--- config.mk ---
export PLATFORM = sky130hd
export DESIGN_NAME = fido_address_parser
export DESIGN_NICKNAME = d
export VERILOG_FILES = /design/src/hw/rtl/fap_pkg.sv /design/src/hw/rtl/fap_step.sv /design/src/hw/rtl/fido_address_parser.sv
export SDC_FILE = /design/constraint.sdc
export NUM_CORES = 1
export LEC_CHECK = 0
export BUFFER_PORTS_ARGS = -buffer_cell sky130_fd_sc_hd__buf_2
export CORE_AREA = 2 2 150 152
export CTS_CLUSTER_DIAMETER = 100
export CTS_CLUSTER_SIZE = 40
export DETAILED_ROUTE_END_ITERATION = 8
export DIE_AREA = 0 0 152 154
export GPL_TIMING_DRIVEN = 0
export PLACE_DENSITY = 0.87
export RECOVER_POWER = 25
export SLEW_MARGIN = 20
export SYNTH_ARGS = -nofsm -noshare
export SYNTH_HDL_FRONTEND = slang
export SYNTH_SLANG_ARGS = --single-unit
--- constraint.sdc ---
create_clock -name clock -period 5.84 [get_ports clock]
set_clock_uncertainty 0.15 [all_clocks]
set_input_delay 0.584 -clock clock [delete_from_list [all_inputs] [get_ports clock]]
set_output_delay 0.584 -clock clock [all_outputs]
set_load 0.02 [all_outputs]
--- src/hw/rtl/fap_pkg.sv ---
// ----------------------------------------------------------------------------
// fap_pkg
// Shared types, constants and helper functions for the network-node
// address parser.
// ----------------------------------------------------------------------------
package fap_pkg;

   localparam int unsigned NumWidth  = 15;
   localparam int unsigned PartWidth = 16;
   localparam int unsigned NumParts  = 4;
   localparam int unsigned IdxWidth  = 2;

   localparam logic [NumWidth-1:0]  NUM_MAX  = 15'h7fff;
   localparam logic [NumWidth-1:0]  NUM_MIN  = 15'h0000;
   localparam logic [PartWidth-1:0] WILD_VAL = 16'hffff;

   localparam logic [7:0] CH_NUL   = 8'h00;
   localparam logic [7:0] CH_COLON = 8'h3a;
   localparam logic [7:0] CH_SLASH = 8'h2f;
   localparam logic [7:0] CH_DOT   = 8'h2e;
   localparam logic [7:0] CH_AT    = 8'h40;
   localparam logic [7:0] CH_STAR  = 8'h2a;
   localparam logic [7:0] CH_ZERO  = 8'h30;
   localparam logic [7:0] CH_NINE  = 8'h39;
   localparam logic [7:0] CH_LO_P  = 8'h70;
   localparam logic [7:0] CH_UP_P  = 8'h50;
   localparam logic [7:0] CH_LO_F  = 8'h66;
   localparam logic [7:0] CH_UP_F  = 8'h46;
   localparam logic [7:0] CH_LO_N  = 8'h6e;
   localparam logic [7:0] CH_UP_N  = 8'h4e;
   localparam logic [7:0] CH_LO_Z  = 8'h7a;
   localparam logic [7:0] CH_UP_Z  = 8'h5a;

   localparam logic [IdxWidth-1:0] IX_ZONE  = 2'd0;
   localparam logic [IdxWidth-1:0] IX_NET   = 2'd1;
   localparam logic [IdxWidth-1:0] IX_NODE  = 2'd2;
   localparam logic [IdxWidth-1:0] IX_POINT = 2'd3;

   typedef enum logic [3:0] {
      PH_FIRST = 4'b0001,
      PH_FIDO  = 4'b0010,
      PH_SEG   = 4'b0100,
      PH_SKIP  = 4'b1000
   } phase_type;

   typedef enum logic [2:0] {
      LD_NONE  = 3'd0,
      LD_SLASH = 3'd1,
      LD_DOT   = 3'd2,
      LD_P     = 3'd3,
      LD_F     = 3'd4,
      LD_N     = 3'd5,
      LD_Z     = 3'd6,
      LD_BAD   = 3'd7
   } prefix_type;

   typedef enum logic [1:0] {
      K_NONE  = 2'd0,
      K_NUM   = 2'd1,
      K_STAR  = 2'd2,
      K_OTHER = 2'd3
   } letter_type;

   typedef struct packed {
      prefix_type          prefix;
      letter_type          letter;
      logic [NumWidth-1:0] value;
      logic                ended;
   } segment_type;

   localparam segment_type SEG_EMPTY = '{
      prefix: LD_NONE, letter: K_NONE, value: NUM_MIN, ended: 1'b0
   };

   typedef struct packed {
      phase_type                           phase;
      logic [NumParts-1:0]                 seen;
      segment_type                         seg;
      logic                                err;
      logic                                form;
      logic [NumParts-1:0][PartWidth-1:0]  parts;
   } state_type;

   typedef struct packed {
      logic [NumParts-1:0][PartWidth-1:0] parts;
      logic                               form;
      logic                               bad;
   } result_type;

   typedef enum logic [1:0] {
      CSR_DEFAULT_ZONE = 2'd0,
      CSR_DEFAULT_NET  = 2'd1,
      CSR_DEFAULT_NODE = 2'd2
   } csr_index_type;

   function automatic logic is_digit(input logic [7:0] c);
      return (c >= CH_ZERO) && (c <= CH_NINE);
   endfunction

   function automatic segment_type append_char(input segment_type s, input logic [7:0] c);
      segment_type r;
      logic [NumWidth+3:0] acc;
      r   = s;
      acc = ({4'b0000, s.value} * 19'd10) + {11'd0, c - CH_ZERO};
      if (s.letter == K_NONE) begin
         if (is_digit(c)) begin
            r.letter = K_NUM;
            r.value  = {7'd0, c - CH_ZERO};
            r.ended  = 1'b0;
         end else begin
            r.letter = (c == CH_STAR) ? K_STAR : K_OTHER;
         end
      end else if (s.letter == K_NUM && !s.ended) begin
         if (is_digit(c)) begin
            r.value = (acc > {4'b0000, NUM_MAX}) ? NUM_MAX : acc[NumWidth-1:0];
         end else begin
            r.ended = 1'b1;
         end
      end
      return r;
   endfunction

endpackage

--- src/hw/rtl/fap_step.sv ---
// ----------------------------------------------------------------------------
// fap_step
// Next-state and result logic of the address parser for one byte.
// ----------------------------------------------------------------------------
module fap_step import fap_pkg::*; (
   input  state_type           cur,
   input  logic [7:0]          char_in,
   input  logic                wildcard_ok,
   input  logic [NumWidth-1:0] dflt_zone,
   input  logic [NumWidth-1:0] dflt_net,
   input  logic [NumWidth-1:0] dflt_node,
   output state_type           nxt,
   output result_type          result
);

   state_type           eff;
   state_type           upd;
   logic                numlike;
   logic                do_take;
   logic [IdxWidth-1:0] take_idx;
   logic                do_fail;
   logic                do_append;
   logic                do_prefix;
   prefix_type          new_prefix;
   logic                to_skip;
   logic                first_seg;

   always_comb begin
      eff = cur;
      first_seg = (char_in == CH_LO_P) || (char_in == CH_UP_P) ||
                  (char_in == CH_LO_F) || (char_in == CH_UP_F);
      if (cur.phase == PH_FIRST) begin
         eff.parts[IX_ZONE]  = {1'b0, dflt_zone};
         eff.parts[IX_NET]   = {1'b0, dflt_net};
         eff.parts[IX_NODE]  = {1'b0, dflt_node};
         eff.parts[IX_POINT] = {1'b0, NUM_MIN};
         eff.seen  = '0;
         eff.err   = 1'b0;
         eff.seg   = SEG_EMPTY;
         eff.form  = first_seg;
         eff.phase = first_seg ? PH_SEG : PH_FIDO;
      end
   end

   always_comb begin
      numlike    = (eff.seg.letter == K_NUM) || (eff.seg.letter == K_STAR);
      do_take    = 1'b0;
      take_idx   = IX_ZONE;
      do_fail    = 1'b0;
      do_append  = 1'b0;
      do_prefix  = 1'b0;
      new_prefix = LD_NONE;
      to_skip    = 1'b0;
      unique case (eff.phase)
         PH_FIDO: begin
            if (char_in == CH_COLON) begin
               if (eff.seg.prefix == LD_NONE && numlike && !eff.seen[IX_ZONE]) begin
                  do_take = 1'b1;
                  take_idx = IX_ZONE;
               end else begin
                  do_fail = 1'b1;
               end
            end else if (char_in == CH_SLASH) begin
               if (eff.seg.prefix == LD_NONE) begin
                  if (eff.seg.letter == K_NONE) begin
                     do_prefix = 1'b1;
                     new_prefix = LD_SLASH;
                  end else if (numlike && !eff.seen[IX_NET]) begin
                     do_take = 1'b1;
                     take_idx = IX_NET;
                  end else begin
                     do_fail = 1'b1;
                  end
               end else if (eff.seg.prefix == LD_SLASH) begin
                  do_append = 1'b1;
               end else begin
                  do_fail = 1'b1;
               end
            end else if (char_in == CH_DOT) begin
               if (eff.seg.prefix == LD_DOT) begin
                  do_append = 1'b1;
               end else if (numlike && !eff.seen[IX_NODE]) begin
                  do_take = 1'b1;
                  take_idx = IX_NODE;
               end else if (eff.seg.letter == K_NONE) begin
                  do_prefix = 1'b1;
                  new_prefix = LD_DOT;
               end else begin
                  do_fail = 1'b1;
               end
            end else if (char_in == CH_AT || char_in == CH_NUL) begin
               to_skip = 1'b1;
               if ((eff.seen[IX_ZONE] && !eff.seen[IX_NET]) || !numlike) begin
                  do_fail = 1'b1;
               end else if (eff.seg.prefix == LD_SLASH) begin
                  do_fail = eff.seen[IX_NODE];
                  do_take = !eff.seen[IX_NODE];
                  take_idx = IX_NODE;
               end else if (eff.seg.prefix == LD_DOT) begin
                  do_fail = eff.seen[IX_POINT];
                  do_take = !eff.seen[IX_POINT];
                  take_idx = IX_POINT;
               end else if (!eff.seen[IX_NODE]) begin
                  do_take = 1'b1;
                  take_idx = IX_NODE;
               end else if (!eff.seen[IX_POINT]) begin
                  do_take = 1'b1;
                  take_idx = IX_POINT;
               end else begin
                  do_fail = 1'b1;
               end
            end else if (is_digit(char_in) || (char_in == CH_STAR && wildcard_ok)) begin
               do_append = 1'b1;
            end else begin
               do_fail = 1'b1;
            end
         end
         PH_SEG: begin
            if (char_in == CH_DOT || char_in == CH_NUL) begin
               unique case (eff.seg.prefix)
                  LD_P: begin
                     do_take = !eff.seen[IX_POINT];
                     take_idx = IX_POINT;
                  end
                  LD_F: begin
                     do_take = !eff.seen[IX_ZONE] && !eff.seen[IX_NET] &&
                               !eff.seen[IX_NODE];
                     take_idx = IX_NODE;
                  end
                  LD_N: begin
                     do_take = eff.seen[IX_NODE] && !eff.seen[IX_ZONE] &&
                               !eff.seen[IX_NET];
                     take_idx = IX_NET;
                  end
                  LD_Z: begin
                     do_take = eff.seen[IX_NODE] && eff.seen[IX_NET] &&
                               !eff.seen[IX_ZONE];
                     take_idx = IX_ZONE;
                     to_skip = 1'b1;
                  end
                  default: begin
                     do_take = 1'b0;
                  end
               endcase
               do_take = do_take && (eff.seg.letter == K_NUM);
               do_fail = !do_take;
            end else if (eff.seg.prefix == LD_NONE) begin
               do_prefix = 1'b1;
               if (char_in == CH_LO_P || char_in == CH_UP_P) begin
                  new_prefix = LD_P;
               end else if (char_in == CH_LO_F || char_in == CH_UP_F) begin
                  new_prefix = LD_F;
               end else if (char_in == CH_LO_N || char_in == CH_UP_N) begin
                  new_prefix = LD_N;
               end else if (char_in == CH_LO_Z || char_in == CH_UP_Z) begin
                  new_prefix = LD_Z;
               end else begin
                  new_prefix = LD_BAD;
               end
            end else begin
               do_append = 1'b1;
            end
         end
         default: begin
            do_take = 1'b0;
         end
      endcase
   end

   always_comb begin
      upd = eff;
      if (do_append) begin
         upd.seg = append_char(eff.seg, char_in);
      end
      if (do_prefix) begin
         upd.seg.prefix = new_prefix;
      end
      if (do_take) begin
         upd.parts[take_idx] = (eff.seg.letter == K_STAR) ? WILD_VAL :
                               {1'b0, eff.seg.value};
         upd.seen[take_idx] = 1'b1;
         upd.seg = SEG_EMPTY;
      end
      if (to_skip && !do_fail && do_take) begin
         upd.phase = PH_SKIP;
      end
      if (do_fail) begin
         upd.err = 1'b1;
         upd.phase = PH_SKIP;
      end
      nxt = upd;
      if (char_in == CH_NUL) begin
         nxt.phase = PH_FIRST;
      end
      result.parts = upd.err ? '0 : upd.parts;
      result.form  = upd.form;
      result.bad   = upd.err;
   end

endmodule

--- src/hw/rtl/fido_address_parser.sv ---
// ----------------------------------------------------------------------------
// fido_address_parser
// Parses a network-node address string, one byte per transfer, into zone,
// net, node and point.
//
// The request channel carries one byte of the string per transfer, with
// the wildcard permission; a zero byte ends the string. Exactly one
// response transfer follows each zero byte and carries the four parts,
// the segment form flag and the bad flag. Other bytes give no response.
// The csr port sets the default zone, net and node, which are applied at
// the first byte of each string; write it only while the block is idle.
// A byte is held in an input register, then the parser state and the
// response register are updated from it in a single pass, and the
// response transfers from that register. One byte is taken in every
// cycle while the request channel does not stall.
// When the receiver stalls, the response register holds, and the request
// channel stalls only when a second zero byte reaches the input register
// behind a held response. Reset clears the defaults to zero and the
// parser waits for the first byte of a string.
// ----------------------------------------------------------------------------
module fido_address_parser import fap_pkg::*; (
   input  logic                        clock,
   input  logic                        reset,
   input  logic                        req_valid,
   output logic                        req_stall,
   input  logic [7:0]                  req_char_in,
   input  logic                        req_wildcard_ok,
   output logic                        rsp_valid,
   input  logic                        rsp_stall,
   output logic signed [PartWidth-1:0] rsp_zone_out,
   output logic signed [PartWidth-1:0] rsp_net_out,
   output logic signed [PartWidth-1:0] rsp_node_out,
   output logic signed [PartWidth-1:0] rsp_point_out,
   output logic                        rsp_segment_form,
   output logic                        rsp_bad,
   input  logic                        csr_write,
   input  logic [IdxWidth-1:0]         csr_index,
   input  logic [NumWidth-1:0]         csr_wdata
);

   logic [NumWidth-1:0] def_zone_ff;
   logic [NumWidth-1:0] def_net_ff;
   logic [NumWidth-1:0] def_node_ff;
   logic                in_valid_ff;
   logic                in_valid_in;
   logic [7:0]          in_char_ff;
   logic                in_wild_ff;
   state_type           state_ff;
   state_type           state_in;
   result_type          result;
   result_type          rsp_ff;
   logic                rsp_valid_ff;
   logic                rsp_valid_in;
   logic                in_end;
   logic                advance;
   logic                req_take;
   logic                rsp_load;

   assign in_end    = (in_char_ff == CH_NUL);
   assign advance   = in_valid_ff && (!in_end || !rsp_valid_ff || !rsp_stall);
   assign req_stall = in_valid_ff && !advance;
   assign req_take  = req_valid && !req_stall;
   assign rsp_load  = advance && in_end;

   assign in_valid_in  = req_take || (in_valid_ff && !advance);
   assign rsp_valid_in = rsp_load || (rsp_valid_ff && rsp_stall);

   fap_step u_step (
      .cur          (state_ff),
      .char_in      (in_char_ff),
      .wildcard_ok  (in_wild_ff),
      .dflt_zone    (def_zone_ff),
      .dflt_net     (def_net_ff),
      .dflt_node    (def_node_ff),
      .nxt          (state_in),
      .result       (result)
   );

   always_ff @(posedge clock) begin
      if (reset) begin
         def_zone_ff <= NUM_MIN;
         def_net_ff  <= NUM_MIN;
         def_node_ff <= NUM_MIN;
      end else if (csr_write) begin
         unique case (csr_index)
            CSR_DEFAULT_ZONE: def_zone_ff <= csr_wdata;
            CSR_DEFAULT_NET:  def_net_ff  <= csr_wdata;
            CSR_DEFAULT_NODE: def_node_ff <= csr_wdata;
            default:          def_zone_ff <= def_zone_ff;
         endcase
      end
   end

   always_ff @(posedge clock) begin
      if (reset) begin
         in_valid_ff  <= 1'b0;
         rsp_valid_ff <= 1'b0;
         state_ff     <= '{
            phase: PH_FIRST, seen: '0, seg: SEG_EMPTY, err: 1'b0, form: 1'b0, parts: '0
         };
      end else begin
         in_valid_ff  <= in_valid_in;
         rsp_valid_ff <= rsp_valid_in;
         if (advance) begin
            state_ff <= state_in;
         end
      end
   end

   always_ff @(posedge clock) begin
      if (req_take) begin
         in_char_ff <= req_char_in;
         in_wild_ff <= req_wildcard_ok;
      end
      if (rsp_load) begin
         rsp_ff <= result;
      end
   end

   assign rsp_valid        = rsp_valid_ff;
   assign rsp_zone_out     = rsp_ff.parts[IX_ZONE];
   assign rsp_net_out      = rsp_ff.parts[IX_NET];
   assign rsp_node_out     = rsp_ff.parts[IX_NODE];
   assign rsp_point_out    = rsp_ff.parts[IX_POINT];
   assign rsp_segment_form = rsp_ff.form;
   assign rsp_bad          = rsp_ff.bad;

   assert property (@(posedge clock) disable iff (reset)
      rsp_valid && rsp_bad |-> rsp_zone_out == '0 && rsp_net_out == '0 &&
                               rsp_node_out == '0 && rsp_point_out == '0)
      else $error("bad response carries nonzero parts");

   assert property (@(posedge clock) disable iff (reset)
      rsp_valid && rsp_segment_form && !rsp_bad |->
         !rsp_zone_out[PartWidth-1] && !rsp_net_out[PartWidth-1] &&
         !rsp_node_out[PartWidth-1] && !rsp_point_out[PartWidth-1])
      else $error("segment form response holds a wildcard");

   assert property (@(posedge clock) disable iff (reset)
      in_valid_ff && in_end && rsp_valid_ff && rsp_stall |=> in_valid_ff && in_end)
      else $error("end byte lost behind a stalled response");

   assert property (@(posedge clock) reset |=> !rsp_valid && !req_stall)
      else $error("pipeline not empty after reset");

endmodule

==> Word level (Yosys, flattened, before mapping) <==
Cells that the tools add are included.
{ "word_totals": {"regBits": 217, "input_bits": 31, "wordCells": 243} }
{ "classes": {"addsub": 2, "mul": 1, "n_lt_le_gt_ge": 5, "n_eq_ne": 26, "muxes": 125, "n_bitwise": 1, "n_reduce_logical": 58} }
{ "op_table": {"columns": ["operator", "n"], "rows": [
  ["$mux 95", 1],
  ["$mux 16", 5],
  ["$eq 8x7->1 const B", 9],
  ["$mux 1", 69],
  ["$bwmux 64", 1],
  ["$mux 64", 1],
  ["$mux 3", 13],
  ["$mux 2", 17],
  ["$demux 16 s2", 1],
  ["$eq 8x6->1 const B", 4],
  ["$mux 15", 2],
  ["$mux 25", 1],
  ["$logic_and 1x1->1", 23],
  ["$add 19x8->19", 1],
  ["$gt 19x15->1 const B", 1],
  ["$mul 15x3->18 const B", 1],
  ["$mux 18", 1],
  ["$logic_or 1x1->1", 15],
  ["$logic_not 1->1", 13],
  ["$mux 4", 3],
  ["$pmux 1 s2", 5],
  ["$eq 3x3->1 const B", 3],
  ["$ge 8x6->1 const B", 1],
  ["$le 8x6->1 const B", 1],
  ["other kinds (20)", 26]
]} }

==> Longest topological paths before layout <==
{ "logic_depth": {"depth_word": 22, "depth_mapped": 23, "mapped_depth_nobuf": 16} }

==> Modules after synthesis <==
A second synthesis with hierarchy kept.
{ "hier_totals": {"hier_cells": 1718, "hier_area_um2": 13997.2} }
{ "by_module_without_submodules": {"columns": ["mod", "instances", "cells_per_inst", "area_per_inst_um2", "seq_area_each_um2"], "rows": [
  ["fido_address_parser", 1, 956, 9218.8, 5094.9],
  ["fap_step", 1, 762, 4778.3, 0.0]
]} }

==> Least setup slack after synthesis <==
Ideal clock, no wire load.
{ "synth_path": {"path_type": "register -> register", "startpoint": "reg state_ff[92] (netlist bit)", "endpoint": "reg state_ff[80] (netlist bit)", "setup_ns": 0.122, "arrival_time_ns": 5.292, "path_slack_ns": 0.277, "stages_incl_launch_ff": 23, "cell_sequence": "dfxtp_1 > clkbuf_1 > or4b_1 > buf_2 > clkbuf_1 > clkbuf_1 > buf_1 > clkbuf_1 > and3_1 > ha_1 > fa_1 > xor2_1 > ha_1 > a21oi_1 > nand3b_1 > o221ai_1 > nor3_1 > nand2_1 > or4_1 > a21oi_2 > buf_4 > a21oi_1 > a221o_1"} }
{ "synth_via": {"elab_chain_cells": 13, "elab_cells_between_ends": 74, "classes_between": "add/sub (1); mul (1); order compare (1); eq/ne (11); mux (37); reduce/logical (23)"} }
{ "synth_lines": {"columns": ["item", "line_no", "text"], "rows": [
  ["start: declaration", "fido_address_parser.sv:48", "state_type state_ff;"],
  ["start signal: assignment", "fido_address_parser.sv:98", "state_ff <= '{"],
  ["start signal: assignment", "fido_address_parser.sv:105", "state_ff <= state_in;"],
  ["$eq 4x1->1", "fap_step.sv:32", "if (cur.phase == PH_FIRST) begin"],
  ["$mux 95 (*)", "fap_step.sv:32", null],
  ["parallel branches: the longest is 10 deep, another holds $add 19x8->19", null, null],
  ["$mux 25 (*)", "fap_step.sv:178", "if (do_take) begin"]
]} }
Mark *: on every way between the ends. The select of a mux whose other input is x is not followed.
A chain may end at the register's enable or synchronous reset.

==> Worst setup path after layout <==
Ends and elaborated chain as after synthesis.

==> metrics.yaml <==
run_status:
  status: "finished, final reports clean"
clocking:
  clockBufferDepth: 3
  clock_sinks: 217
  cts_root_buf: "clkbuf_16"
  clkTransAtPathRegs_ps: 130
  clock_latency_ps: 500
  ctsHoldBuffers: 0
  h-tree-depth: 1
  cts_tree: "done"
  numCtsBuffers: 9
floorplanning:
  io_pins: 99
  die_h_um: 154
  die_x_um: 152
  core-area_um2: 21700
  dieArea_um2: 23400
  rows: 54
  start_util: 0.544
timing:
  fin_setup_tns_ps: 0
  slew_headroom: 0.254
  max_slew.worst_pin.slew_ps: 1120
  setup_slack_ps: 244
  finalSetupViolations: 0
  finalCriticalPeriod_ps: 5600
  fin_crit_sh: 0.958
  fmax_mhz: 179
  hold_viol_final: 0
  final_max_slew_viol_count: 0
worst_setup_path:
  crit_type: "reg -> reg"
  end_kind: "flip-flop"
  cp.required_ps: 6090
  start_kind: "flip-flop"
  critPathMaxFanout: 19
  crit_arrival_ps: 5840
  reg2reg_slack_ps: 240
power_and_ir_drop:
  swShare: 0.293
  p_leak_nw: 4.57
  power_frac_seq: 0.565
  power_frac_comb: 0.165
  power-per-cell-area_nw_per_um2: 219
  power.total_w: 0.00284
  internal-power_w: 0.00201
  clkPwrFrac: 0.270
  max-vdd-ir-drop_v: 0.000255
  p_switching_w: 0.000833
synth:
  synth_fp_nets: 1408
  syn_area_um2: 11800
  synthCells: 1348
  synth_edf_count: 75
  synth_top_flop_cell: "dfxtp_1"
  ys_ff_latch: 217
  ys_seq_area_frac: 0.431
  synth.avg_cell_area_um2: 8.76
  ys_types: 77
  yosys_warnings: 0
  async_reset_ff_frac: 0
placement:
  placedCellCount: 1728
  dp_hpwl_um: 25200
  io_buffers: 98
  gp_congestion: 0.985
  pre_cts_ws_ps: -889
final_layout:
  instances_no_fill: 1744
  fillers: 1867
  syn2layout_area_growth_pct: 9.84
  drive_gt1_frac: 0.0998
  nNetsFinal: 1521
  multi_input_area_um2: 6260
  regArea_um2: 5090
  fin_util: 0.598
global_routing:
  grt_pass1_wl_um: 54400
  grt_use_total: 0.285
  grt_max_degree: 42
  grt_overflow: 0
  antenna_found_initial: 0
  first_global_vias: 10300
drt:
  drt_pass1_iterations: 5
  avgViaCountPerCell: 6.09
  antenna_left: 0
  wirelength_um: 34300
  dr_total_vias: 10600
  drt_iter0_drc: 1321
  drc: 0
  post_drt_wl_per_cell_um: 19.7
hold_path:
  hold_path_class: "in -> reg"
flow_run:
  max_cap_violations: 0
-- cell usage in the layout, fill, tap and decap left out, drive strengths merged, types with 7 or more instances in the layout --
master  instances
nand2         236
clkbuf        145
dfxtp         142
nor2          139
a21oi         121
edfxtp         75
o21ai          74
buf            69
mux2           60
nand3b         51
mux2i          34
xnor2          28
ha             28
and3           23
nand3          16
inv            16
nor3           16
and2           14
a21o           12
nand2b         10
a31oi          10
o211ai         10
xor2            9
nand4           8
o31ai           7
a221oi          7
-- layout make-up --
type                    instances  share of cell area
repair buffers                107              0.0397
diodes                          1            0.000193
inverters                      16             0.00463
flip-flops and latches        217               0.393
clock inverters                 1             0.00125
plain buffers                  95              0.0339
multi-input cells            1015               0.482
clock buffers                  12              0.0182
well taps                     280              0.0270
-- cells by family (layout without fill, tap and decap cells) --
kind of cell,after synthesis,in the layout,synth area share
AOI/OAI and AO/OA,306,306,0.159
adders and majority gates,29,29,0.0314
muxes,94,94,0.0860
buffers and inverters,116,231,0.0426
and+or+nand+nor,549,549,0.222
other,0,1,0
DFF,217,217,0.431
xor gates and xnor gates,37,37,0.0274
-- repair_timing --
action,4_1_cts,5_1_grt
endpoints found under the setup margin,125,64
hold endpoints to repair,0,0
pin swaps,2,2
resized for setup,9,7
buffers inserted,5,2
-- sequential cells by signal (all words and copies together), names as in the netlist --
name	count
def_net_ff	15
def_node_ff	15
def_zone_ff	15
in_char_ff	8
in_valid_ff	1
in_wild_ff	1
rsp_bad	1
rsp_net_out	16
rsp_node_out	16
rsp_point_out	16
rsp_segment_form	1
rsp_valid	1
rsp_zone_out	16
state_ff	95
-- worst paths after layout --
check | start | end | cells after the start
worst max-delay path | state_ff[92] | state_ff[80] | 20
worst min-delay path | req_char_in[2] | in_char_ff[2] | 1
worst max register to register | state_ff[92] | state_ff[80] | 20
worst min register to register | def_net_ff[1] | def_net_ff[1] | 2
-- synth_stat cells (23+ instances only) --
cell      count  share of area
mux2i_1      34          0.029
o21ai_0      56          0.024
and3_1       23          0.012
nor2_1      137          0.044
mux2_2       53          0.051
nand3b_1     51          0.032
clkbuf_1     72          0.023
a21oi_1     120          0.051
dfxtp_1     142           0.24
xnor2_1      28          0.021
nand2_1     234          0.074
edfxtp_1     75           0.19
ha_1         28          0.030
-- layer usage --
layer,vias to the layer above,GRT usage,part of all wire
li1,4982,-,-
met1,5049,0.371,0.42
met2,509,0.462,0.45
met3,88,0.0631,0.094
met4,0,0.114,0.035
met5,-,0,0
-- per-stage QoR --
step,cell area [µm²],hold slack (ps)
floorplan,11800,276
global placement,12600,284
detailed placement,12700,298
CTS,13000,121
global route,13000,109
finish,13000,121
-- critical path: stages, from the launching register on --
cell and delay (ps):
dfxtp_1 420, or4b_1 570, buf_2 210, buf_2 210, clkbuf_8 220, buf_2 220
and3_1 210, ha_1 220, fa_1 420, xor2_1 190, ha_1 360, a21oi_1 120
nand3b_1 100, o221ai_1 180, nor3_2 260, nand2_1 100, or4_4 550, a21oi_4 170
buf_4 190, a21oi_1 70, a221o_1 360
-- power by group through the flow --
stage / logic, W / clock network [W] / registers (W)
detailed placement: 0.000448 / 0 / 0.00163
floorplan: 0.000297 / 0 / 0.00163
CTS: 0.000455 / 0.000763 / 0.00160
global route: 0.000497 / 0.000807 / 0.00161
finish: 0.000468 / 0.000767 / 0.00160
global placement: 0.000443 / 0 / 0.00163
Note: power is estimated with default switching activity, not from simulation.
